## src/design/stereo_feedback_delay_unit_defines.svh

```systemverilog
// Assertion macros shared by the RTL files.
// SFD_ASSERT_IMP checks the consequent in the same cycle, SFD_ASSERT_NXT in the cycle after.
// Both expect signals named clk and rst in the module that uses them.
`ifndef STEREO_FEEDBACK_DELAY_UNIT_DEFINES_SVH
`define STEREO_FEEDBACK_DELAY_UNIT_DEFINES_SVH
`ifndef SYNTHESIS
`define SFD_ASSERT_IMP(lbl, ante, cons, msg) \
  lbl: assert property (@(posedge clk) disable iff (rst) (ante) |-> (cons)) \
    else $error(msg);
`define SFD_ASSERT_NXT(lbl, ante, cons, msg) \
  lbl: assert property (@(posedge clk) disable iff (rst) (ante) |=> (cons)) \
    else $error(msg);
`else
`define SFD_ASSERT_IMP(lbl, ante, cons, msg)
`define SFD_ASSERT_NXT(lbl, ante, cons, msg)
`endif
`endif

```

## src/design/sfd_pkg.sv

```systemverilog
`timescale 1ns / 1ps
package sfd_pkg;

  localparam int SAMPLE_BITS_DEF = 24;
  localparam int MAX_DELAY_DEF   = 262144;

  localparam int DELAY_MS_W  = 11;
  localparam int RATE_W      = 17;
  localparam int FB_W        = 15;
  localparam int WET_W       = 16;
  localparam int CFG_DATA_W  = 17;
  localparam int CFG_INDEX_W = 3;

  localparam logic [CFG_INDEX_W-1:0] CFG_DELAY_MS    = 3'd0;
  localparam logic [CFG_INDEX_W-1:0] CFG_SAMPLE_RATE = 3'd1;
  localparam logic [CFG_INDEX_W-1:0] CFG_FEEDBACK    = 3'd2;
  localparam logic [CFG_INDEX_W-1:0] CFG_WET_MIX     = 3'd3;

  localparam logic [DELAY_MS_W-1:0] DELAY_MS_RST = 11'd500;
  localparam logic [DELAY_MS_W-1:0] DELAY_MS_MIN = 11'd1;
  localparam logic [DELAY_MS_W-1:0] DELAY_MS_MAX = 11'd2000;
  localparam logic [RATE_W-1:0]     RATE_RST     = 17'd48000;
  localparam logic [FB_W-1:0]       FB_RST       = 15'd16384;
  localparam logic [FB_W-1:0]       FB_MAX       = 15'd31129;
  localparam logic [WET_W-1:0]      WET_RST      = 16'd16384;
  localparam logic [WET_W-1:0]      WET_MAX      = 16'd32768;
  localparam logic [WET_W:0]        Q15_ONE      = 17'd32768;

  // Cycles from a register write until the delay length is valid again.
  localparam int SETTLE_CYCLES  = 4;
  localparam int OUT_FIFO_DEPTH = 8;

  typedef struct packed {
    logic [FB_W-1:0]  fb;
    logic [WET_W-1:0] wet;
  } gain_t;

endpackage

```

## src/design/sfd_lane.sv

```systemverilog
`timescale 1ns / 1ps
module sfd_lane #(
  parameter int SAMPLE_BITS = sfd_pkg::SAMPLE_BITS_DEF
) (
  input  logic                          clk,
  input  sfd_pkg::gain_t                gain,
  input  logic signed [SAMPLE_BITS-1:0] x,
  input  logic signed [SAMPLE_BITS-1:0] dl,
  output logic signed [SAMPLE_BITS-1:0] w,
  output logic signed [SAMPLE_BITS-1:0] y
);

  localparam int SB = SAMPLE_BITS;
  localparam int VW = SB + 3;
  localparam logic signed [SB+15:0] HALF_FB  = 16384;
  localparam logic signed [SB+17:0] HALF_MIX = 16384;
  localparam logic signed [VW-1:0]  SAT_HI   = {4'b0000, {(SB-1){1'b1}}};
  localparam logic signed [VW-1:0]  SAT_LO   = {4'b1111, {(SB-1){1'b0}}};

  logic [sfd_pkg::WET_W-1:0] dry;
  logic signed [SB-1:0]      x2;
  logic signed [SB+15:0]     p_fb;
  logic signed [SB+16:0]     p_dry;
  logic signed [SB+16:0]     p_wet;
  logic signed [SB+15:0]     fb_rnd;
  logic signed [SB+17:0]     mix;
  logic signed [VW-1:0]      w_wide;
  logic signed [VW-1:0]      y_wide;

  function automatic logic signed [SB-1:0] sat(input logic signed [VW-1:0] v);
    logic signed [SB-1:0] r;
    if (v > SAT_HI) begin
      r = SAT_HI[SB-1:0];
    end else if (v < SAT_LO) begin
      r = SAT_LO[SB-1:0];
    end else begin
      r = v[SB-1:0];
    end
    return r;
  endfunction

  assign dry = sfd_pkg::WET_W'(sfd_pkg::Q15_ONE - {1'b0, gain.wet});

  always_ff @(posedge clk) begin
    x2    <= x;
    p_fb  <= dl * $signed({1'b0, gain.fb});
    p_dry <= x * $signed({1'b0, dry});
    p_wet <= dl * $signed({1'b0, gain.wet});
  end

  // round half up: floor((v + 2^14) / 2^15)
  always_comb begin
    fb_rnd = (p_fb + HALF_FB) >>> 15;
    mix    = ((SB+18)'(p_dry) + (SB+18)'(p_wet) + HALF_MIX) >>> 15;
    w_wide = VW'(x2) + VW'($signed(fb_rnd[SB:0]));
    y_wide = VW'(mix[SB+2:0]);
  end

  always_ff @(posedge clk) begin
    w <= sat(w_wide);
    y <= sat(y_wide);
  end

endmodule

```

## config.mk

```make
export PLATFORM = sky130hd
export DESIGN_NAME = sfd_lane
export DESIGN_NICKNAME = d
export VERILOG_FILES = /design/src/design/stereo_feedback_delay_unit_defines.svh /design/src/design/sfd_pkg.sv /design/src/design/sfd_lane.sv
export SDC_FILE = /design/constraint.sdc
export NUM_CORES = 2
export LEC_CHECK = 0
export BUFFER_PORTS_ARGS = -buffer_cell sky130_fd_sc_hd__buf_2
export CAP_MARGIN = 40
export CORE_MARGIN = 3
export CORE_UTILIZATION = 28
export CTS_BUF_LIST = sky130_fd_sc_hd__clkbuf_16
export CTS_CLUSTER_DIAMETER = 80
export DETAILED_ROUTE_END_ITERATION = 10
export MAX_ROUTING_LAYER = met4
export PLACE_DENSITY = 0.43
export SKIP_CTS_REPAIR_TIMING = 1
export SYNTH_ARGS = -nofsm -noshare
export SYNTH_HDL_FRONTEND = slang
export SYNTH_SLANG_ARGS = --single-unit
export TNS_END_PERCENT = 30
```

## constraint.sdc

```tcl
create_clock -name clk -period 7.5 [get_ports clk]
set_input_delay 0.75 -clock clk [delete_from_list [all_inputs] [get_ports clk]]
set_output_delay 0.75 -clock clk [all_outputs]
set_load 0.005 [all_outputs]
```

Yosys cells after proc, flatten, opt, wreduce, memory -nomap -nowiden --
Cells that the tools add are included.
Operators by class: muxes and demuxes 2, add/sub/neg operators 5, $mul 3, magnitude comparators 4
Operator list (number):
- $mul 24x17->41 | 2
- $mux 24 | 2
- $add 41x41->42 | 1
- $add 42x16->42 const B | 1
- $add 40x16->40 const B | 1
- $mul 24x16->40 | 1
- $gt 27x24->1 const B | 1
- $lt 27x24->1 const B | 1
- $add 24x25->26 | 1
- $gt 26x24->1 const B | 1
- $lt 26x24->1 const B | 1
- $sub 16x16->16 const A | 1
Storage, ports and cells: word-level logic and storage cells 20, input bits 80, bits in registers 194, output and inout port bits 48

Depth between registers and ports, before layout --
depth in word-level cells 4, mapped depth 33, depth with buffers taken out 30

Worst setup path before layout --
OpenSTA, ideal clock, no wires.
path kind in2reg, from in gain[0] (netlist name), to reg p_dry[39], slack -0.278 ns, cell stages on the path 32, setup time 0.072 ns, data required time 7.428 ns, data arrival time 7.706 ns, cells stage by stage clkbuf_1 -> clkbuf_1 -> clkbuf_1 -> inv_1 -> ha_1 -> inv_1 -> nor4_1 -> xnor2_1 -> clkbuf_1 -> nand2_1 -> fa_1 -> inv_1 -> fa_1 -> inv_1 -> fa_1 -> inv_1 -> fa_1 -> fa_1 -> inv_1 -> fa_1 -> inv_1 -> ha_1 -> a21o_1 -> a21oi_1 -> nor2b_1 -> a311oi_1 -> a31oi_1 -> o21a_1 -> a311oi_1 -> o31ai_1 -> a21oi_1 -> xnor2_1
On the way: cells in the longest elaborated chain, start to end 2
RTL lines:
- from (decl) | line sfd_lane.sv:6 | input sfd_pkg::gain_t gain,
- $sub 16x16->16 | line sfd_lane.sv:42 | assign dry = sfd_pkg::WET_W'(sfd_pkg::Q15_ONE - {1'b0, gain.wet});
- $mul 24x17->41 | line sfd_lane.sv:47 | p_dry <= x * $signed({1'b0, dry});
- to (signal assigned) | line sfd_lane.sv:47
- to (decl) | line sfd_lane.sv:23 | logic signed [SB+16:0] p_dry;
No other way between the ends. A chain may end at the register's enable or synchronous reset.

Worst setup path in the final report --
from in gain[4] (netlist name), to reg p_dry[39]
The elaborated chain is that of the path after synthesis.

==> summary.txt <==
Run status
  • Outcome: finished clean

Setup path
  • Worst flop-to-flop path endpoint: w[6]
  • Worst-case reg-to-reg path depth: 14
  • Capturing instance or port of the critical path: p_dry[39]
  • Delay of the slowest cell on the worst path: 0.56 ns
  • Crit-path max FO: 4
  • CP Data Arrival Time: 7.69 ns
  • WP data required: 7.93 ns
  • Startpoint of the worst register-to-register path: p_fb[16]
  • Slowest cell on crit path: sky130_fd_sc_hd__fa_1
  • Worst path most repeated cell: sky130_fd_sc_hd__fa_1
  • Kind of start point of the critical path: input pin
  • Path type of the worst setup path: input pin to flop
  • Start point of the critical path: gain[4]
  • Setup slack of the most critical reg-to-reg path: 2.77 ns
  • Critical path capture point type: flop

Placement
  • Cell total after placement: 7892
  • DP Wirelength: 122 mm
  • PortBufs: 127
  • Placer congestion estimate: 0.828

GRT
  • Initial antenna violation count: 23
  • First-pass GRT wire length: 223 mm
  • Pin count of the biggest net entering global routing: 28
  • Aggregate global-route resource usage: 0.164
  • Via count of the first global-routing pass: 38600
  • GR Overflow Total: 0

Synthesis
  • Post-synth cell types: 76
  • Synth Cell Area: 48800 µm²
  • Mean instance size in the synthesized netlist: 9.04 µm²
  • Top FF cell, synth: sky130_fd_sc_hd__dfxtp_1
  • Synth top area share: 0.453
  • Number of warnings issued by yosys: 0
  • Area contributors post-synth: sky130_fd_sc_hd__fa_1, sky130_fd_sc_hd__ha_1, sky130_fd_sc_hd__inv_1
  • Number of flops mapped to enable cells by yosys: 0
  • Number of cells produced by synthesis: 5396
  • Post-synthesis async set-or-reset flop share: 0
  • Synth Net Count: 6983
  • Seq cells post-synth: 180
  • Cell taking the most area after synthesis: sky130_fd_sc_hd__fa_1
  • Portion of the post-synthesis area used by sequential elements: 0.0739

Clocking
  • Depth of the CTS H-tree: 4
  • CTS tree: built
  • Root Driver: sky130_fd_sc_hd__clkbuf_16
  • Clock Sinks: 180
  • Later-pin clock latency in the skew report: 0.51 ns
  • Maximum buffer depth of the clock tree: 2
  • Clock edge transition at the registers on the reported setup and hold paths: 0.08 ns
  • Number of buffers added by the clock tree synthesis step: 17

Timing
  • Unrepaired setup endpoints after global routing: yes
  • Final Hold Viols: 0
  • Post-route clock skew: 0.0158 ns
  • Minimum period implied by the final worst setup slack: 7.25 ns
  • Worst slew margin relative to its limit: 0.426
  • Maximum operating frequency: 138 MHz
  • Final-report max-slew violation count: 0
  • Worst Max-Slew Pin Slew: 0.861 ns
  • Final setup vio count: 0
  • Post-route clock period utilization: 0.967

Die
  • Die footprint: 179000 µm²
  • Number of placed I/O pins: 128
  • Initial core utilization: 0.283
  • Die Span Y: 423 µm
  • Standard-cell rows: 152
  • Core region area: 172000 µm²
  • Die X: 423 µm

Route
  • Total wire length after detailed routing: 140 mm
  • Total DRC errors in the routed layout: 0
  • Via-to-Cell Ratio: 4.40
  • Average wire per standard cell: 17.6 µm
  • Router iterations before antenna repair: 5
  • Count of routing violations after the opening detailed-route iteration: 1407
  • Antenna Nets Post-Route: 0
  • Routed vias: 34900

Run
  • Count of max-cap constraint violations: 0

Layout
  • Share of layout cells above drive strength 1: 0.0917
  • Post-synthesis to final-layout area growth: 12.3%
  • Finished Layout Cells: 7943
  • Nets@finish: 7198

Min path
  • Type of the tightest min-delay check: input pin to flop
-- layout by cell type, fill, tap and decap left out, drive strengths merged, types with 9 or more instances in the layout --
cell type / n
and3: 23
a21oi: 145
nand3: 30
and2: 458
o21ai: 84
a21o: 86
a211oi: 17
nand4: 26
o21a: 35
inv: 1298
nor2b: 56
fa: 1104
o31ai: 14
nand2: 720
nor3: 33
diode: 9
buf: 427
ha: 403
nor2: 99
o21bai: 22
clkbuf: 19
or3: 18
xnor2: 138
dfxtp: 180
xor2: 49
nand2b: 22
a31oi: 10
-- cells in the mapped netlist, types with 7 or more instances --
cell type and count:
sky130_fd_sc_hd__xnor2_1 138, sky130_fd_sc_hd__o211ai_1 8, sky130_fd_sc_hd__xor2_1 48, sky130_fd_sc_hd__inv_1 1288, sky130_fd_sc_hd__a21oi_1 145, sky130_fd_sc_hd__fa_1 1104, sky130_fd_sc_hd__nand3b_1 7, sky130_fd_sc_hd__o21bai_1 22
sky130_fd_sc_hd__buf_2 7, sky130_fd_sc_hd__a211oi_1 15, sky130_fd_sc_hd__clkbuf_1 223, sky130_fd_sc_hd__o21ai_0 79, sky130_fd_sc_hd__nor2_1 99, sky130_fd_sc_hd__or3_1 18, sky130_fd_sc_hd__nand2b_1 22, sky130_fd_sc_hd__and3_1 23
sky130_fd_sc_hd__a21o_1 86, sky130_fd_sc_hd__o31ai_1 12, sky130_fd_sc_hd__a31oi_1 10, sky130_fd_sc_hd__nand2_1 720, sky130_fd_sc_hd__o21a_1 35, sky130_fd_sc_hd__nand4_1 26, sky130_fd_sc_hd__nor2b_1 56, sky130_fd_sc_hd__dfxtp_1 180
sky130_fd_sc_hd__nand3_1 30, sky130_fd_sc_hd__nor3_1 33, sky130_fd_sc_hd__ha_1 403, sky130_fd_sc_hd__and2_1 457
-- critical path: cells and delay by family --
family	cells	cell delay (ns)
XOR/XNOR	2	0.33
buffers and inverters	6	0.61
AND/OR/NAND/NOR	7	1.29
AO/OA/AOI/OAI	8	1.40
adder cells (fa/ha/maj)	7	3.28
-- how the worst min path moves through the flow --
stage               cells after the start     end    from  slack (ns)
global placement                        2   w[23]  x2[23]        0.67
global route                            1  x2[21]   x[21]        0.59
finish                                  1  x2[17]   x[17]        0.62
floorplan                               3    w[0]   x2[0]        0.57
detailed placement                      2   w[23]  x2[23]        0.69
CTS                                     1  x2[21]   x[21]        0.57
-- registers in the layout (all words and copies together) (netlist names) --
name,flops
p_dry,41
p_fb,26
y,24
x2,24
p_wet,41
w,24
-- cell families after synthesis --
| logic type | share of synthesized area |
|---|---|
| compound gates | 0.0654 |
| mux | 0.000616 |
| buf+inv | 0.118 |
| fa+ha+maj | 0.557 |
| xor+xnor | 0.0340 |
| flops | 0.0739 |
| simple gates | 0.152 |
-- metal layers --
| layer | wire [µm] | track usage | vias up | part of all wire |
|---|---|---|---|---|
| li1 | - | - | 16400 | - |
| met1 | 64700 | 0.216 | 17900 | 0.46 |
| met2 | 67400 | 0.271 | 453 | 0.48 |
| met3 | 4230 | 0.0178 | 118 | 0.030 |
| met4 | 3380 | 0.0425 | 0 | 0.024 |
| met5 | 0 | - | - | 0 |
-- per-stage QoR --
stage	instance area (µm²)	TNS [ns]	setup WS, ns	hold WS (ns)	utilization
after floorplan	48800	-0.0846	-0.0487	0.566	-
after global placement	53900	-5.16	-0.541	0.673	0.313
after detailed placement	53900	-6.50	-0.602	0.692	0.313
after CTS	54500	-0.0719	-0.0719	0.573	0.316
after global routing	54800	-0.194	-0.0740	0.591	0.318
final	54800	0	0.246	0.625	0.318
-- cell type report --
cell class                 count  area (µm²)
antenna                        9        22.5
clock buffer                  17         425
clock inverter                15         210
fill                       18300      118000
inverter                    1288        4830
multi-input combinational   3695       39600
sequential                   180        3600
tap                         2310        2890
timing repair buffer         429        3170
Power is left out: the tool's default activity adds up to more than one toggle a clock period on the data nets, which glitch-free logic cannot reach.
