[src/design/stereo_feedback_delay_unit_defines.svh]
// Assertion macros shared by the RTL files.
// SFD_ASSERT_IMP checks the consequent in the same cycle, SFD_ASSERT_NXT in the cycle after.
// Both expect signals named clk and rst in the module that uses them.
`ifndef STEREO_FEEDBACK_DELAY_UNIT_DEFINES_SVH
`define STEREO_FEEDBACK_DELAY_UNIT_DEFINES_SVH
`ifndef SYNTHESIS
`define SFD_ASSERT_IMP(lbl, ante, cons, msg) \
  lbl: assert property (@(posedge clk) disable iff (rst) (ante) |-> (cons)) \
    else $error(msg);
`define SFD_ASSERT_NXT(lbl, ante, cons, msg) \
  lbl: assert property (@(posedge clk) disable iff (rst) (ante) |=> (cons)) \
    else $error(msg);
`else
`define SFD_ASSERT_IMP(lbl, ante, cons, msg)
`define SFD_ASSERT_NXT(lbl, ante, cons, msg)
`endif
`endif

[src/design/sfd_pkg.sv]
`timescale 1ns / 1ps
package sfd_pkg;

  localparam int SAMPLE_BITS_DEF = 24;
  localparam int MAX_DELAY_DEF   = 262144;

  localparam int DELAY_MS_W  = 11;
  localparam int RATE_W      = 17;
  localparam int FB_W        = 15;
  localparam int WET_W       = 16;
  localparam int CFG_DATA_W  = 17;
  localparam int CFG_INDEX_W = 3;

  localparam logic [CFG_INDEX_W-1:0] CFG_DELAY_MS    = 3'd0;
  localparam logic [CFG_INDEX_W-1:0] CFG_SAMPLE_RATE = 3'd1;
  localparam logic [CFG_INDEX_W-1:0] CFG_FEEDBACK    = 3'd2;
  localparam logic [CFG_INDEX_W-1:0] CFG_WET_MIX     = 3'd3;

  localparam logic [DELAY_MS_W-1:0] DELAY_MS_RST = 11'd500;
  localparam logic [DELAY_MS_W-1:0] DELAY_MS_MIN = 11'd1;
  localparam logic [DELAY_MS_W-1:0] DELAY_MS_MAX = 11'd2000;
  localparam logic [RATE_W-1:0]     RATE_RST     = 17'd48000;
  localparam logic [FB_W-1:0]       FB_RST       = 15'd16384;
  localparam logic [FB_W-1:0]       FB_MAX       = 15'd31129;
  localparam logic [WET_W-1:0]      WET_RST      = 16'd16384;
  localparam logic [WET_W-1:0]      WET_MAX      = 16'd32768;
  localparam logic [WET_W:0]        Q15_ONE      = 17'd32768;

  // Cycles from a register write until the delay length is valid again.
  localparam int SETTLE_CYCLES  = 4;
  localparam int OUT_FIFO_DEPTH = 8;

  typedef struct packed {
    logic [FB_W-1:0]  fb;
    logic [WET_W-1:0] wet;
  } gain_t;

endpackage

[src/design/sfd_delay_calc.sv]
`timescale 1ns / 1ps
module sfd_delay_calc #(
  parameter int MAX_DELAY = sfd_pkg::MAX_DELAY_DEF,
  localparam int AW = $clog2(MAX_DELAY)
) (
  input  logic                            clk,
  input  logic [sfd_pkg::DELAY_MS_W-1:0] delay_ms,
  input  logic [sfd_pkg::RATE_W-1:0]     sample_rate_hz,
  output logic [AW-1:0]                   delay
);

  localparam int PW        = sfd_pkg::DELAY_MS_W + sfd_pkg::RATE_W;
  localparam int RECIP_W   = 29;
  localparam int DIV_SHIFT = 38;
  localparam int QW        = 19;
  localparam int CW        = (AW > QW) ? AW : QW;
  // floor(2^38 / 1000): the estimate is low by at most one
  localparam logic [RECIP_W-1:0] DIV_RECIP = 29'd274877906;
  localparam logic [9:0]         DIVISOR   = 10'd1000;

  logic [PW-1:0]         prod;
  logic [PW-1:0]         prod_d;
  logic [PW-1:0]         prod_dd;
  logic [PW+RECIP_W-1:0] scaled;
  logic [QW-1:0]         q_est;
  logic [PW-1:0]         q_back;
  logic [PW-1:0]         rem;
  logic [QW-1:0]         q_fix;
  logic [CW-1:0]         q_clamp;

  always_ff @(posedge clk) begin
    prod    <= PW'(delay_ms) * PW'(sample_rate_hz);
    prod_d  <= prod;
    scaled  <= (PW+RECIP_W)'(prod) * (PW+RECIP_W)'(DIV_RECIP);
    prod_dd <= prod_d;
    q_est   <= scaled[DIV_SHIFT +: QW];
    q_back  <= PW'(scaled[DIV_SHIFT +: QW]) * PW'(DIVISOR);
    delay   <= AW'(q_clamp);
  end

  always_comb begin
    rem   = prod_dd - q_back;
    q_fix = q_est + QW'(rem >= PW'(DIVISOR));
    if (q_fix == '0) begin
      q_clamp = CW'(1);
    end else if (CW'(q_fix) > CW'(MAX_DELAY - 1)) begin
      q_clamp = CW'(MAX_DELAY - 1);
    end else begin
      q_clamp = CW'(q_fix);
    end
  end

endmodule

[config.mk]
export PLATFORM = sky130hd
export DESIGN_NAME = sfd_delay_calc
export DESIGN_NICKNAME = d
export VERILOG_FILES = /design/src/design/stereo_feedback_delay_unit_defines.svh /design/src/design/sfd_pkg.sv /design/src/design/sfd_delay_calc.sv
export SDC_FILE = /design/constraint.sdc
export NUM_CORES = 2
export LEC_CHECK = 0
export BUFFER_PORTS_ARGS = -buffer_cell sky130_fd_sc_hd__buf_2
export CAP_MARGIN = 30
export CORE_ASPECT_RATIO = 1.75
export CORE_UTILIZATION = 30
export DETAILED_ROUTE_END_ITERATION = 10
export PLACE_DENSITY = 0.46
export SKIP_LAST_GASP = 1
export SLEW_MARGIN = 20
export SYNTH_ARGS = -nofsm -noshare
export SYNTH_HDL_FRONTEND = slang
export SYNTH_SLANG_ARGS = --single-unit
[constraint.sdc]
create_clock -name clk -period 13.86 [get_ports clk]
set_input_delay 2.772 -clock clk [delete_from_list [all_inputs] [get_ports clk]]
set_output_delay 2.772 -clock clk [all_outputs]
set_load 0.05 [all_outputs]
Word-level counts from Yosys, hierarchy flattened
Index checks and enable logic that the tools add are counted.

word-level totals
  output and inout port bits = 18
  input port bits = 29
  register bits = 202
  word-level logic and storage cells = 18

operators by class
  $add $sub $neg = 2
  multiplexer cells = 1
  $lt $le $gt $ge = 2
  multipliers = 3
  reduce and logical (&&, ||, !) cells = 2

operators by type and width
  kind                                                                 count
  multiplier 28 x 28 -> 56 bit, second input constant                  1
  greater-or-equal comparator 28 x 10 -> 1 bit, second input constant  1
  multiplier 11 x 17 -> 28 bit                                         1
  subtractor 28 bit                                                    1
  multiplier 19 x 7 -> 25 bit, second input constant                   1
  adder 19 x 1 -> 19 bit                                               1
  greater-than comparator 19 x 18 -> 1 bit, second input constant      1
  zero test 19 bit                                                     1
  two-way mux 18 bit                                                   1
  OR reduction 2 bit                                                   1

Depth between registers and ports, before layout
  depth in word-level cells = 5
  depth in mapped cells = 26
  gate-level depth less buffers = 25

Least setup slack after synthesis
OpenSTA, ideal clock, no wires.

  path kind = in2reg
  start = input port delay_ms[4] (netlist bit)
  end = register prod[27]
  slack = 5.902 ns
  library setup time = 0.072 ns
  buffers on the path = 2
  data required time = 13.788 ns
  cell stages on the path = 22
  arrival = 7.886 ns
  path through = clkbuf_1 -> clkbuf_1 -> nand2_1 -> fa_1 -> inv_1 -> fa_1 -> inv_1 -> fa_1 -> inv_1 -> fa_1 -> fa_1 -> ha_1 -> o21a_1 -> o21a_1 -> nor2_1 -> a211oi_1 -> o2111ai_1 -> a21oi_1 -> o31ai_1 -> o21ai_0 -> a21oi_1 -> xnor2_1

on the way
  cells in the longest elaborated chain, start to end = 1

ends and longest elaborated chain
  item                          line                  source
  from (decl)                   sfd_delay_calc.sv:7   input logic [sfd_pkg::DELAY_MS_W-1:0] delay_ms,
  multiplier 11 x 17 -> 28 bit  sfd_delay_calc.sv:32  prod <= PW'(delay_ms) * PW'(sample_rate_hz);
  to (signal assigned)          sfd_delay_calc.sv:32
  to (decl)                     sfd_delay_calc.sv:21  logic [PW-1:0] prod;

Every way passes these cells.
A chain may end at the register's enable or synchronous reset.

Worst setup path after layout
Same ends and word-level chain as after synthesis.

==> results <==
- For the pin with the worst max-slew slack, the measured transition is 975 ps.
- The number of placed I/O pins is 47.
- The proportion of synthesized chip area in sequential cells is about an eighth.
- The initial standard-cell utilization of the core is ~30%.
- In this run the critical register-to-register path is launched from prod[21]$_DFF_P_.
- The final reports fail on DRC.
- The overall via count from detail_route is approximately 17,000.
- Data on the critical path is required at its endpoint by 14,280 ps.
- The floorplan step defined a die boundary enclosing 84,900 um2.
- In this run the mean area of a mapped cell was roughly 9.8 um2.
- The initial antenna violation count is 0.
- The number of buffers inserted to repair setup after CTS is 0.
- After filler insertion, the fill cell instance count of the layout stands at 8,678.
- The tool flagged a number of max-cap violations equal to 0.
- The total congestion overflow is 0.
- The vertical die dimension is between 300 and 400 um.
- The mapped netlist covers 25,100 um2.
- Data on the critical path arrives at its endpoint at between 8000 and 9000 ps.
- The number of DRC violations after detailed-routing iteration 0 is between 400 and 500.
- The critical path class is input pin to register.
- After detailed routing, the number of remaining DRC violations is 5.
- TritonCTS built the clock tree.
- The number of clock buffers added by TritonCTS is 17.
- The worst setup path is launched from an input pin.
- The latest clock arrival within the worst-skew pair is 480 ps.
- In this run the remaining antenna-violating nets after routing total 0.
- The total iterations of the first detailed-routing run is 10.
- The number of gates resized after CTS was 0.
- After floorplanning, the core was divided into 140 placement rows.
- The clock tree root driver cell is sky130_fd_sc_hd__clkbuf_16.
- The max-slew violation count is 0.
- The classification of the worst-slack hold path is register to register.
- Entering global routing, the biggest net connects 20 pins.
- The cell type contributing the most total cell area after synthesis is sky130_fd_sc_hd__fa_1.
- The final number of hold-violating endpoints is 0.
- The register-to-register path setup slack is a little over 6000 ps.
- The worst path needs 7960 ps of the cycle, external delays included.
- The layout overhead on the synthesized area is 8.32%.
- Synthesis handed over a netlist of 2,561 instances.
- The post-detailed-routing wire length is between 60,000 and 70,000 um.
- The hold buffer count at cts is 0.
- The hold path startpoint is prod_d[9]$_DFF_P_.
- The per-cell via count in the routed design is 4.64.
- Yosys printed 0 warnings.
- The maximum root-to-sink buffer count is 2.
- Summed over all failing endpoints, the final setup total negative slack is 0 ps.
- Of all nets on the critical path, the largest fanout is 17.
- The commonest cells after synthesis are sky130_fd_sc_hd__inv_1, sky130_fd_sc_hd__ha_1, sky130_fd_sc_hd__fa_1, sky130_fd_sc_hd__nand2_1, sky130_fd_sc_hd__dfxtp_1.
- The clock sink total is 157.
- The number of synthesized flops with an enable pin is 0.
- The H-tree was split into 4 levels.
- In this run the tool buffered the top-level ports with 46 buffer cells.
- The net count of the finished layout is roughly 3,500.
- Counting instances, the worst hold path has a depth of 0.
- For the worst flop-to-flop path, the logic depth is 20.
- Synthesis inferred around 160 register bits.
- The clock tree skew after final layout is 15.8 ps.
- The via count of the first global-routing pass came to 19,700.
- The detailed-placement wirelength estimate is 55,300 um.
- For hold timing, the worst endpoint is prod_dd[9]$_DFF_P_.
- When the netlist entered floorplanning its net count stood at ~3,500.
- Setup violations remaining at the end of the flow were counted as 0.
- Timing would allow up to 126 MHz.
- Setup repair after global routing left no endpoint under its margin.
- The overall routing resource usage is 16.0%.
- The die is 221 um wide.
- In this run the critical register-to-register path is captured at scaled[55]$_DFF_P_.
- The last weighted congestion value of the routability-driven placer is 0.872.
- After synthesis, the share of flip-flops with an asynchronous set or reset is 0%.
- The fraction of the cycle the final worst path needs is around 57%.
- The first global-routing pass estimated between 100,000 and 150,000 um of wire.
- The most instantiated flip-flop cell in the synthesis netlist is sky130_fd_sc_hd__dfxtp_1.
- The core region is 83,000 um2.
- After synthesis, the cell types taking the most area are sky130_fd_sc_hd__fa_1, sky130_fd_sc_hd__ha_1, sky130_fd_sc_hd__dfxtp_1, sky130_fd_sc_hd__inv_1, sky130_fd_sc_hd__nand2_1.
- The register clock-pin slew on the reported worst setup and hold paths is approximately 80 ps.
- The wire length per cell is 17.4 um.
- Counting distinct cell types in the post-synthesis netlist gives 79.
- The share of synthesized area in the top cell type comes to 34.6%.
- The repair_antennas step left the layout with diodes totalling 0.
- The worst pin sits at a relative slew slack of 34.9%.
- The fraction of layout instances using a drive strength above 1 is about 4.5%.
- The leading cell type by number of instances after synthesis is sky130_fd_sc_hd__inv_1.
- The flow ran to the end, but the final reports show violations.
- The sort of element at the end of the critical path is a register.
worst max-delay path, stage by stage:
cell and delay [ps]:
sky130_fd_sc_hd__buf_2 300, sky130_fd_sc_hd__nand2_1 150, sky130_fd_sc_hd__fa_1 560, sky130_fd_sc_hd__inv_1 60
sky130_fd_sc_hd__fa_1 490, sky130_fd_sc_hd__inv_1 50, sky130_fd_sc_hd__fa_1 480, sky130_fd_sc_hd__inv_1 60
sky130_fd_sc_hd__fa_1 500, sky130_fd_sc_hd__fa_1 490, sky130_fd_sc_hd__ha_1 370, sky130_fd_sc_hd__o21a_1 140
sky130_fd_sc_hd__o21a_1 180, sky130_fd_sc_hd__nor2_1 120, sky130_fd_sc_hd__a211oi_1 90, sky130_fd_sc_hd__o2111ai_1 430
sky130_fd_sc_hd__a21oi_1 180, sky130_fd_sc_hd__o31ai_1 460, sky130_fd_sc_hd__o21ai_0 160, sky130_fd_sc_hd__a21oi_1 200
sky130_fd_sc_hd__xnor2_1 130
per-stage QoR:
stage / util [%] / hold slack (ps) / std cells / setup slack, ps / cell area, um2
floorplan: - / 310 / 2561 / 5900 / 25100
finish: 32.8 / 328 / 3670 / 5900 / 27200
detailed placement: 32.0 / 312 / 3638 / 5370 / 26600
global placement: 32.0 / 311 / 3638 / 5450 / 26600
global route: 32.8 / 333 / 3670 / 5630 / 27200
CTS: 32.8 / 329 / 3670 / 5890 / 27200
flip-flops by register name, summed over array words and instances (netlist names):
register and cells:
prod 28, prod_d 25, delay 18, q_back 23, q_est 19, scaled 19, prod_dd 25
layout by cell type, fill, tap and decap left out, types with 4 or more instances in the layout:
cell / n
sky130_fd_sc_hd__inv_1: 647
sky130_fd_sc_hd__ha_1: 467
sky130_fd_sc_hd__fa_1: 434
sky130_fd_sc_hd__nand2_1: 174
sky130_fd_sc_hd__dfxtp_1: 157
sky130_fd_sc_hd__and2_1: 77
sky130_fd_sc_hd__a21oi_1: 68
sky130_fd_sc_hd__nor2_1: 64
sky130_fd_sc_hd__xnor2_1: 55
sky130_fd_sc_hd__buf_2: 46
sky130_fd_sc_hd__a21o_1: 35
sky130_fd_sc_hd__nand3_1: 32
sky130_fd_sc_hd__o21ai_0: 32
sky130_fd_sc_hd__nor3_1: 28
sky130_fd_sc_hd__xor2_1: 23
sky130_fd_sc_hd__clkbuf_16: 17
sky130_fd_sc_hd__buf_4: 16
sky130_fd_sc_hd__nor2b_1: 15
sky130_fd_sc_hd__a31oi_1: 15
sky130_fd_sc_hd__nand2b_1: 15
sky130_fd_sc_hd__and3_1: 14
sky130_fd_sc_hd__nand4_1: 13
sky130_fd_sc_hd__o21a_1: 13
sky130_fd_sc_hd__nor4_1: 9
sky130_fd_sc_hd__a211oi_1: 9
sky130_fd_sc_hd__o2111ai_1: 8
sky130_fd_sc_hd__o21bai_1: 8
sky130_fd_sc_hd__or3_1: 6
sky130_fd_sc_hd__o211ai_1: 6
sky130_fd_sc_hd__a211o_1: 5
sky130_fd_sc_hd__clkinv_8: 5
sky130_fd_sc_hd__inv_8: 5
sky130_fd_sc_hd__o21ai_1: 4
sky130_fd_sc_hd__o31ai_1: 4
sky130_fd_sc_hd__mux2i_1: 4
sky130_fd_sc_hd__a221o_1: 4
cells by family after synthesis:
family / count (synthesis) / synth area share [%]
buf+inv: 697 / 10.5
simple gates: 466 / 9.11
fa+ha+maj: 901 / 57.9
compound gates: 257 / 7.12
mux: 5 / 0.204
xor+xnor: 78 / 2.72
flops: 157 / 12.5
final cells by class:
| class | count | area [um2] | share of cell area (%) |
|---|---|---|---|
| multi-input cells | 1707 | 19300 | 71.1 |
| flip-flops and latches | 157 | 3140 | 11.6 |
| inverters | 647 | 2430 | 8.93 |
| well taps | 1065 | 1330 | 4.90 |
| clock buffers | 17 | 425 | 1.56 |
| repair buffers | 62 | 350 | 1.29 |
| clock inverters | 15 | 188 | 0.690 |
per-layer routing:
layer | wire [um] | up-vias | track usage, %
li1 | - | 8111 | -
met1 | 21600 | 8593 | 14.7
met2 | 38700 | 207 | 33.8
met3 | 829 | 115 | 1.21
met4 | 2830 | 0 | 7.55
met5 | 0 | - | 0
worst max path at each step:
| stage | startpoint | endpoint |
|---|---|---|
| 2_1_floorplan | delay_ms[4] | prod[27]$_DFF_P_ |
| 3_3_place_gp | delay_ms[4] | prod[27]$_DFF_P_ |
| 3_5_place_dp | delay_ms[4] | prod[27]$_DFF_P_ |
| 4_1_cts | delay_ms[4] | prod[27]$_DFF_P_ |
| 5_1_grt | delay_ms[4] | prod[27]$_DFF_P_ |
| 6_report | delay_ms[4] | prod[27]$_DFF_P_ |
Power is not shown: default switching activity piles up to over one toggle a cycle in this logic, so the estimate is an artifact.
