<file path="src/design/stereo_feedback_delay_unit_defines.svh">
// Assertion macros shared by the RTL files.
// SFD_ASSERT_IMP checks the consequent in the same cycle, SFD_ASSERT_NXT in the cycle after.
// Both expect signals named clk and rst in the module that uses them.
`ifndef STEREO_FEEDBACK_DELAY_UNIT_DEFINES_SVH
`define STEREO_FEEDBACK_DELAY_UNIT_DEFINES_SVH
`ifndef SYNTHESIS
`define SFD_ASSERT_IMP(lbl, ante, cons, msg) \
  lbl: assert property (@(posedge clk) disable iff (rst) (ante) |-> (cons)) \
    else $error(msg);
`define SFD_ASSERT_NXT(lbl, ante, cons, msg) \
  lbl: assert property (@(posedge clk) disable iff (rst) (ante) |=> (cons)) \
    else $error(msg);
`else
`define SFD_ASSERT_IMP(lbl, ante, cons, msg)
`define SFD_ASSERT_NXT(lbl, ante, cons, msg)
`endif
`endif

</file>
<file path="src/design/sfd_pkg.sv">
`timescale 1ns / 1ps
package sfd_pkg;

  localparam int SAMPLE_BITS_DEF = 24;
  localparam int MAX_DELAY_DEF   = 262144;

  localparam int DELAY_MS_W  = 11;
  localparam int RATE_W      = 17;
  localparam int FB_W        = 15;
  localparam int WET_W       = 16;
  localparam int CFG_DATA_W  = 17;
  localparam int CFG_INDEX_W = 3;

  localparam logic [CFG_INDEX_W-1:0] CFG_DELAY_MS    = 3'd0;
  localparam logic [CFG_INDEX_W-1:0] CFG_SAMPLE_RATE = 3'd1;
  localparam logic [CFG_INDEX_W-1:0] CFG_FEEDBACK    = 3'd2;
  localparam logic [CFG_INDEX_W-1:0] CFG_WET_MIX     = 3'd3;

  localparam logic [DELAY_MS_W-1:0] DELAY_MS_RST = 11'd500;
  localparam logic [DELAY_MS_W-1:0] DELAY_MS_MIN = 11'd1;
  localparam logic [DELAY_MS_W-1:0] DELAY_MS_MAX = 11'd2000;
  localparam logic [RATE_W-1:0]     RATE_RST     = 17'd48000;
  localparam logic [FB_W-1:0]       FB_RST       = 15'd16384;
  localparam logic [FB_W-1:0]       FB_MAX       = 15'd31129;
  localparam logic [WET_W-1:0]      WET_RST      = 16'd16384;
  localparam logic [WET_W-1:0]      WET_MAX      = 16'd32768;
  localparam logic [WET_W:0]        Q15_ONE      = 17'd32768;

  // Cycles from a register write until the delay length is valid again.
  localparam int SETTLE_CYCLES  = 4;
  localparam int OUT_FIFO_DEPTH = 8;

  typedef struct packed {
    logic [FB_W-1:0]  fb;
    logic [WET_W-1:0] wet;
  } gain_t;

endpackage

</file>
<file path="src/design/sfd_merge.sv">
`timescale 1ns / 1ps
module sfd_merge #(
  parameter int SAMPLE_BITS = sfd_pkg::SAMPLE_BITS_DEF,
  parameter int DEPTH = sfd_pkg::OUT_FIFO_DEPTH,
  localparam int TDATA_W = ((2 * SAMPLE_BITS + 7) / 8) * 8,
  localparam int LW = $clog2(DEPTH + 1)
) (
  input  logic                          clk,
  input  logic                          rst,
  input  logic                          push,
  input  logic signed [SAMPLE_BITS-1:0] left_y,
  input  logic signed [SAMPLE_BITS-1:0] right_y,
  output logic                          m_axis_tvalid,
  input  logic                          m_axis_tready,
  output logic [TDATA_W-1:0]            m_axis_tdata,
  output logic [LW-1:0]                 level
);

  localparam int PW = $clog2(DEPTH);

  logic [2*SAMPLE_BITS-1:0] slots [DEPTH];
  logic [PW-1:0]            wr_ptr;
  logic [PW-1:0]            rd_ptr;
  logic                     pop;

  assign m_axis_tvalid = (level != '0);
  assign pop           = m_axis_tvalid && m_axis_tready;
  assign m_axis_tdata  = TDATA_W'(slots[rd_ptr]);

  always_ff @(posedge clk) begin
    if (push) begin
      slots[wr_ptr] <= {right_y, left_y};
    end
  end

  always_ff @(posedge clk) begin
    if (rst) begin
      wr_ptr <= '0;
      rd_ptr <= '0;
      level  <= '0;
    end else begin
      if (push) begin
        wr_ptr <= wr_ptr + 1'b1;
      end
      if (pop) begin
        rd_ptr <= rd_ptr + 1'b1;
      end
      if (push && !pop) begin
        level <= level + 1'b1;
      end else if (pop && !push) begin
        level <= level - 1'b1;
      end
    end
  end

endmodule

</file>
<file path="config.mk">
export PLATFORM = sky130hd
export DESIGN_NAME = sfd_merge
export DESIGN_NICKNAME = d
export VERILOG_FILES = /design/src/design/stereo_feedback_delay_unit_defines.svh /design/src/design/sfd_pkg.sv /design/src/design/sfd_merge.sv
export SDC_FILE = /design/constraint.sdc
export NUM_CORES = 1
export LEC_CHECK = 0
export ABC_CLOCK_PERIOD_IN_PS = 13000
export BUFFER_PORTS_ARGS = -buffer_cell sky130_fd_sc_hd__buf_2
export CAP_MARGIN = 30
export CORE_MARGIN = 10
export CORE_UTILIZATION = 55
export DETAILED_ROUTE_END_ITERATION = 10
export GPL_TIMING_DRIVEN = 0
export PLACE_DENSITY = 0.74
export SYNTH_ARGS = -nofsm -noshare
export SYNTH_HDL_FRONTEND = slang
export SYNTH_SLANG_ARGS = --single-unit
</file>
<file path="constraint.sdc">
create_clock -name clk -period 13 [get_ports clk]
set_clock_uncertainty 0.2 [all_clocks]
set_input_delay 2.6 -clock clk [delete_from_list [all_inputs] [get_ports clk]]
set_output_delay 2.6 -clock clk [all_outputs]
set_load 0.02 [all_outputs]
</file>
== Word-level counts from Yosys, hierarchy flattened ==
Memories as Yosys holds them, arrays and structs flattened. A register that Yosys moved wholly into a read port is not among the register bits.
Cells that the tools add are included.
Widths: inputs -> output; s select.
Word-level totals
  bits in registers: 10
  bits in latches: 0
  memory bits (writable): 384
  ROM bits: 0
  output and inout bits: 53
  word-level logic and storage cells: 21
  memories: 1
Cells by class
  $add $sub $neg: 4
  $mul: 0
  divide/modulo/power cells: 0
  magnitude comparators: 0
  eq/ne operators: 0
  shift-type cells: 0
  muxes and demuxes: 6
  bitwise operators: 0
  reductions and logical operators: 7
Memories
  slots: words 8, bits a word 48, read ports 1, clocked after memory_dff 1, wr ports 1, line sfd_merge.sv:21  | logic [2*SAMPLE_BITS-1:0] slots [DEPTH];
Operators with widths (number)
  $mux 4: 2
  $add 3x1->3 const B: 2
  $mux 3: 2
  $add 4x1->4 const B: 1
  $reduce_bool 4->1: 1
  $sub 4x1->4 const B: 1
  $logic_and 1x1->1: 3
  $logic_not 1->1: 2
  $mux 1: 2
  $reduce_bool 2->1: 1

== Longest topological paths before layout ==
Gate-level depths: netlist of run 1.
  depth in word-level cells: 5
  gate-level depth with buffers: 9
  mapped depth without buffers: 9

== Worst setup path before layout of run 1 ==
OpenSTA, ideal clock, no wires.
  path type: input to register
  start: input push
  end: memory slots[0][0] (netlist name) (enable)
  library setup time: 0.513 ns
  data arrival time: 5.989 ns
  required time: 12.287 ns
  path slack: 6.298 ns
  stages: 2
  path buffers: 0
  cell sequence: nand2b_1 > nor3_1
On the way
  cells in the longest elaborated chain, start to end: 2
RTL lines
  start, declared: line sfd_merge.sv:10  | input logic push,
  $mux 1: line sfd_merge.sv:31  | if (push) begin
  $mux 1 (implied by the code): line sfd_merge.sv:32  | slots[wr_ptr] <= {right_y, left_y};
  end, declared: line sfd_merge.sv:21
Every way passes these cells.

==> run metrics, run 1 <==
Final Slew Violations=0; Setup-failing EPs final=0; synth unique cells=27; Switching Share=25.9%; post-DP HPWL=20000 um; sequential share of power=44.1%; starting density of the core=between 50% and 60%; wire per inst=26.3 um; Int Pwr=0.00245 W; H-tree levels=2; Post-CTS Setup Bufs=0; Main synth FF type=edfxtp_1; Gate Count Post-Synth=624; global-route wire length before repair=around 47000 um; Setup CP Type=flop to output port; commonest non-fill, non-tap cell in the layout=edfxtp_1; Final Cycle Share=42.5%; Via density=5.86; GR Util All Layers=18.6%; RSZ-0062 raised after global routing=no; Reg clk slew, reported paths=0.06 ns; DRT Pass-1 Iters=5; FMAX=181 MHz; pin count of the biggest net entering global routing=19; Core Rows=60; register area=11800 um2; arrival time worst endpoint=~2.7 ns; I/O pins=between 100 and 150; Tmin final=between 5 and 6 ns; CTS buffer count=39; Pwr Total=between 0.003 and 0.004 W; DP Worst Slack=8.01 ns; Hold-fix buffers, CTS=0; Pwr per Cell Area=184 nW/um2; Resize count post-CTS=0; NumNets Final=852; port bufs=104; Hold Crit Depth=2; Post-Syn Nets=~680; clock sinks=roughly 400; Final Hold Fails=0; Clock Tree Buf Depth=3; Routed Wire Length=31600 um; Synth warnings=0; Worst Reg-to-Reg Cells=9; Inst Count DP=1125; startpoint types=flop; CP Capture Type=output port; Peak VDD IR=106 uV; Layout Area Growth over Synthesis=17.9%; Clock Root Buffer=clkbuf_16; critical path required time=10.20 ns; status=finished clean; max-cap violations=0; flops & latches, synth=397; sequential area share after synthesis=77.5%; DRC=0; non-filler cells, final=1198; Die Span Y=186 um; antenna viol nets, final=0; worst-path fanout max=10; most frequent cells in the layout=edfxtp_1, buf_2, mux4_2, clkbuf_16, mux2_4; Worst Setup Slack, final=7.48 ns; multi-input logic area=3260 um2; Synth async-reset ratio=0%; fillers=1656; Clock Latency Late Sink=0.52 ns; part of the power in combinational logic=a little under a quarter; Final Wtd Congestion=0.749; NetSw=0.000855 W; clock power share=32.2%; die area=34700 um2; routed via count=~7000; Post-Syn Area=approximately 15000 um2; RR Startpoint=level[0]; antenna violations before repair=7; Core Region=27100 um2; Worst slew margin=34.4%; total global routing overflow=0; vias in the first global route=7650; Slew @ Worst Pin=0.985 ns; layout cells sized above 1=42.9%; drt initial violations=around 750; Die X=186 um; Avg Cell Area, Syn=24.4 um2; P_leak=5.92 nW; CTS tree=done; Post-synth EDFFs=384; worst min path class=flop to flop; setup TNS=0 ns; hold_sp=rd_ptr[1]
==> critical path, cell delays in order (launching register included) <==
cell and delay, ns:
dfxtp_1 0.31, clkbuf_1 0.32, buf_2 0.38, buf_2 0.38
mux4_2 0.36, mux2_4 0.28, buf_2 0.17
==> metrics by stage <==
stage	hold WS, ns	utilization, %	instance area (um2)
3_3_place_gp	0.268	59.8	16200
3_5_place_dp	0.306	61.6	16700
6_report	0.337	66.2	17900
5_1_grt	0.348	66.2	17900
2_1_floorplan	0.254	-	15200
4_1_cts	0.325	66.1	17900
==> layout make-up <==
cell class / count / share of cell area [%]
diodes: 4 / 0.0558
clock inverters: 16 / 0.614
well taps: 372 / 2.60
clock buffers: 53 / 6.19
inverters: 1 / 0.0209
flip-flops and latches: 397 / 65.7
repair buffers: 129 / 5.43
plain buffers: 29 / 1.19
multi-input cells: 197 / 18.2
==> registers in the layout (all words and copies together) (netlist names), named ones only <==
register	cells
slots	384
rd_ptr	3
wr_ptr	3
level	4
==> cells in the mapped netlist (2+ instances only) <==
cell type	instances	area share (%)
mux2_2	8	0.59
mux4_1	3	0.52
mux4_2	93	14
ha_1	5	0.41
nand3_1	3	0.099
nand2_1	5	0.12
dfxtp_1	13	1.7
clkbuf_1	11	0.27
mux2_4	40	3.9
xor2_1	4	0.23
nand2b_1	4	0.16
nor3_1	2	0.066
buf_2	12	0.39
mux2i_1	2	0.13
a21oi_1	4	0.13
edfxtp_1	384	76
nor2_1	17	0.42
buf_12	5	0.66
==> logic make-up (layout without fill, tap and decap cells) <==
family / count (synthesis) / in the layout / synth area share (%)
DFF: 397 / 397 / 77.5
muxes: 147 / 147 / 19.0
and+or+nand+nor: 33 / 33 / 0.962
buffers and inverters: 30 / 228 / 1.42
adders and majority gates: 6 / 6 / 0.543
AOI/OAI and AO/OA: 6 / 6 / 0.222
xor gates and xnor gates: 5 / 5 / 0.288
other: 0 / 4 / 0
==> routing by layer <==
layer,up-vias,global-route usage [%],part of all wire [%]
met4,6,5.77,2.4
met3,71,4.07,6.7
met1,3675,23.8,39
li1,2992,-,-
met5,-,0,0.11
met2,273,31.4,51
==> power groups by stage <==
stage | Sequential [W] | Combinational (W) | Clock [W]
finish | 0.00146 | 0.000782 | 0.00106
global placement | 0.00148 | 0.000763 | 0
detailed placement | 0.00148 | 0.000792 | 0
global route | 0.00146 | 0.000833 | 0.00114
floorplan | 0.00149 | 0.000569 | 0
CTS | 0.00146 | 0.000797 | 0.00108
==> path summary, 6_finish.rpt <==
| check | slack [ns] | to |
|---|---|---|
| max | 7.48 | m_axis_tdata[11] |
| min reg2reg | 0.34 | rd_ptr[1] |
| min | 0.34 | rd_ptr[1] |
| max reg2reg | 10.01 | level[3] |
Note: power is estimated with default switching activity, not from simulation.
==> run 2, diff against run 1 <==
--- a/config.mk
+++ b/config.mk
@@ -5,14 +5,15 @@
 export SDC_FILE = /design/constraint.sdc
 export NUM_CORES = 1
 export LEC_CHECK = 0
-export ABC_CLOCK_PERIOD_IN_PS = 13000
+export ABC_AREA = 1
+export ABC_CLOCK_PERIOD_IN_PS = 5500
 export BUFFER_PORTS_ARGS = -buffer_cell sky130_fd_sc_hd__buf_2
 export CAP_MARGIN = 30
 export CORE_MARGIN = 10
 export CORE_UTILIZATION = 55
 export DETAILED_ROUTE_END_ITERATION = 10
 export GPL_TIMING_DRIVEN = 0
-export PLACE_DENSITY = 0.74
+export PLACE_DENSITY = 0.73
 export SYNTH_ARGS = -nofsm -noshare
 export SYNTH_HDL_FRONTEND = slang
 export SYNTH_SLANG_ARGS = --single-unit
==> constraint.sdc (replaced) <==
create_clock -name clk -period 5.5 [get_ports clk]
set_clock_uncertainty 0.2 [all_clocks]
set_input_delay 1.1 -clock clk [delete_from_list [all_inputs] [get_ports clk]]
set_output_delay 1.1 -clock clk [all_outputs]
set_load 0.02 [all_outputs]
==> run 2 against run 1 <==
Compared with the run above:
- sequential power rose by 140%
- global-route usage grew 1.7 points
- design area is 2.9% higher
- largest power group unchanged
- highest routed layer unchanged
- combinational power increased to 2.6 times the previous value
- critical path type unchanged
- critical endpoint is now m_axis_tdata[33]
- critical path depth is 1 lower
- sequential share of layout area decreased by 1.8 points
==> run metrics, run 2 <==
worst-path fanout max=10 (unchanged); antenna viol nets, final=0 (unchanged); port bufs=104 (unchanged); Final Hold Fails=0 (unchanged); Clock Latency Late Sink=0.53 ns (about the same); CP cell instances=clkbuf_1 -> clkbuf_1 -> nand2_1 -> nand2_1 -> buf_2; CP delay by family, top=buffers and inverters; total global routing overflow=0 (unchanged); vias in the first global route=10400 (+35%); dominant cells by area after synthesis=edfxtp_1, nor2_1, nand2_1; arrival time worst endpoint=2.52 ns (-0.20 ns); max-cap violations=0 (unchanged); critical path required time=4.20 ns (-6.00 ns); Post-Syn Area=15900 um2 (+4.4%); Core Region=28600 um2 (+5.6%); met1 GRT Util=27.2% (+3.4 points); Die Span Y=190 um (+1.9%); setup TNS=0 ns (unchanged); Core Rows=62 (+3.3%); Setup-failing EPs final=0 (unchanged); RSZ-0062 raised after global routing=no; Synth top cells by count=nor2_1, edfxtp_1, nand2_1; GR peak layer=met2; CTS tree=done; CP max-delay cell=clkbuf_1; Pwr per Cell Area=438 nW/um2 (+140%); Via density=5.38 (-8.2%); worst path bufs/invs=3 (-1); post-DP HPWL=23800 um (+19%); Post-CTS Setup Bufs=0 (unchanged); CP Capture Type=output port; GR Util met3=3.48% (-0.60 points); XOR/XNOR share of the synthesized area=0.110% (-0.18 points); post-synth top area share=72.7% (-3.2 points); Setup CP Type=flop to output port; Routed Wire Length=37200 um (+18%); Avg Cell Area, Syn=11.6 um2 (-52%); Cell Area, Placed=17200 um2 (+2.9%); routed via count=10400 (+48%); max reg flops=384 (unchanged); CTS buffer count=41 (+5.1%); die area=36100 um2 (+3.9%); mux contribution to synthesized area=0% (-19 points); wire per inst=19.2 um (-27%); Tmin final=3.82 ns; antenna violations before repair=2 (-5); DRT Pass-1 Iters=5 (unchanged); FMAX=262 MHz; commonest non-fill, non-tap cell in the layout=nor2_1; Resize count post-CTS=0 (unchanged); clock sinks=397 (unchanged); Gate Count Post-Synth=1364 (+120%); Post-Syn Nets=1422 (+110%); NumNets Final=1580 (+85%); Synth async-reset ratio=0% (unchanged); R2R setup slack=3.13 ns (-6.88 ns); layout cells sized above 1=14.1% (-29 points); Post-Synth Adder-Cell Area=0.520% (-0.023 points); main combinational cell family by area after synthesis=simple AND/OR/NAND/NOR gates; design area=18400 um2 (+2.9%); global-route wire length before repair=57200 um (+21%); flops & latches, synth=397 (unchanged); Worst slew margin=42.9% (+8.5 points); Simple-Gate Fraction of Synth Area=15.9% (+15 points); P_leak=6.88 nW (+16%); Final Slew Violations=0 (unchanged); Post-synth EDFFs=384 (unchanged); Reg clk slew, reported paths=0.06 ns (about the same); most frequent cells in the layout=nor2_1, edfxtp_1, nand2_1, buf_2, o21ai_0; Slew @ Worst Pin=0.855 ns (-0.130 ns); status=finished clean; Compound-Gate Fraction of Synth Area=6.46% (+6.2 points); DRC=0 (unchanged); Synth warnings=0 (unchanged); Largest Register=slots; hold_sp=rd_ptr[1]; pin count of the biggest net entering global routing=28 (+9); Peak VDD IR=341 uV (+220%); worst min path class=flop to flop; synth unique cells=21 (-22%); met2 Track Usage GR=33.6% (+2.2 points); starting density of the core=55.4% (-0.68 points); Layout Area Growth over Synthesis=16.2%; Final Cycle Share=69.4%; Largest regs=slots x384, level x4; H-tree levels=2 (unchanged); Final Wtd Congestion=0.776 (+3.5%); sequential area share after synthesis=74.3% (-3.2 points); drt initial violations=887 (+18%); Die X=190 um (+1.9%); Synth area leader=edfxtp_1; Hold-fix buffers, CTS=0 (unchanged); startpoint types=flop; GR Util All Layers=20.3% (+1.7 points); Main synth FF type=edfxtp_1; Clock Tree Buf Depth=3 (unchanged); cell with the most instances after synthesis=nor2_1; Finished Core Util=64.4% (-1.7 points); RR Startpoint=level[0]; I/O pins=105 (unchanged); Clock Root Buffer=clkbuf_16; crit-path max cell delay=0.58 ns (+0.20 ns); fillers=2114 (+28%)
## run 2: logic make-up after synthesis
| kind of cell | Yosys count |
|---|---|
| AND/OR/NAND/NOR | 667 |
| XOR/XNOR | 2 |
| adder cells (fa/ha/maj) | 6 |
| AO/OA/AOI/OAI | 205 |
| buffers and inverters | 87 |
| flip-flops | 397 |
## run 2: layer usage
metal,vias up,wire length [um]
met5,-,20
met4,2,633
met3,54,2760
met2,402,18000
met1,4975,15800
li1,4977,-
## run 2: power by group
part	internal (W)	switching, W
sequential	0.00341	0.0000362
clock	0.00154	0.00107
combinational	0.000611	0.00141
total	0.00556	0.00252
## run 2: layout make-up
cell class / count / area, um2 / area share (%)
multi-input cells: 880 / 3700 / 20.1
inverters: 14 / 55.1 / 0.298
well taps: 384 / 480 / 2.60
clock buffers: 53 / 1100 / 5.97
flip-flops and latches: 397 / 11800 / 63.9
plain buffers: 73 / 383 / 2.08
clock inverters: 19 / 154 / 0.834
diodes: 1 / 2.50 / 0.0136
repair buffers: 115 / 778 / 4.22
## run 2: final timing paths
check	to	depth (start not counted)
min	flop	2
min reg2reg	flop	2
max	m_axis_tdata[33]	5
max reg2reg	level[3]	11
## run 2: worst reg2reg max path: stages, from the launching register on
cell     delay (ns)
dfxtp_1        0.41
inv_1          0.09
nand3_1        0.20
nand2_1        0.14
ha_1           0.23
inv_1          0.13
ha_1           0.27
or2_2          0.30
nand3_1        0.09
nand3_1        0.09
nand2_1        0.08
inv_1          0.04
## run 2: stage by stage
step	hold slack, ns	total power [W]	std cells	setup WS (ns)
floorplan	0.250	0.00480	1364	1.36
global placement	0.280	0.00546	1852	-0.405
detailed placement	0.290	0.00552	1863	2.23
CTS	0.303	0.00811	1935	1.66
global route	0.319	0.00845	1936	1.52
finish	0.295	0.00808	1936	1.68
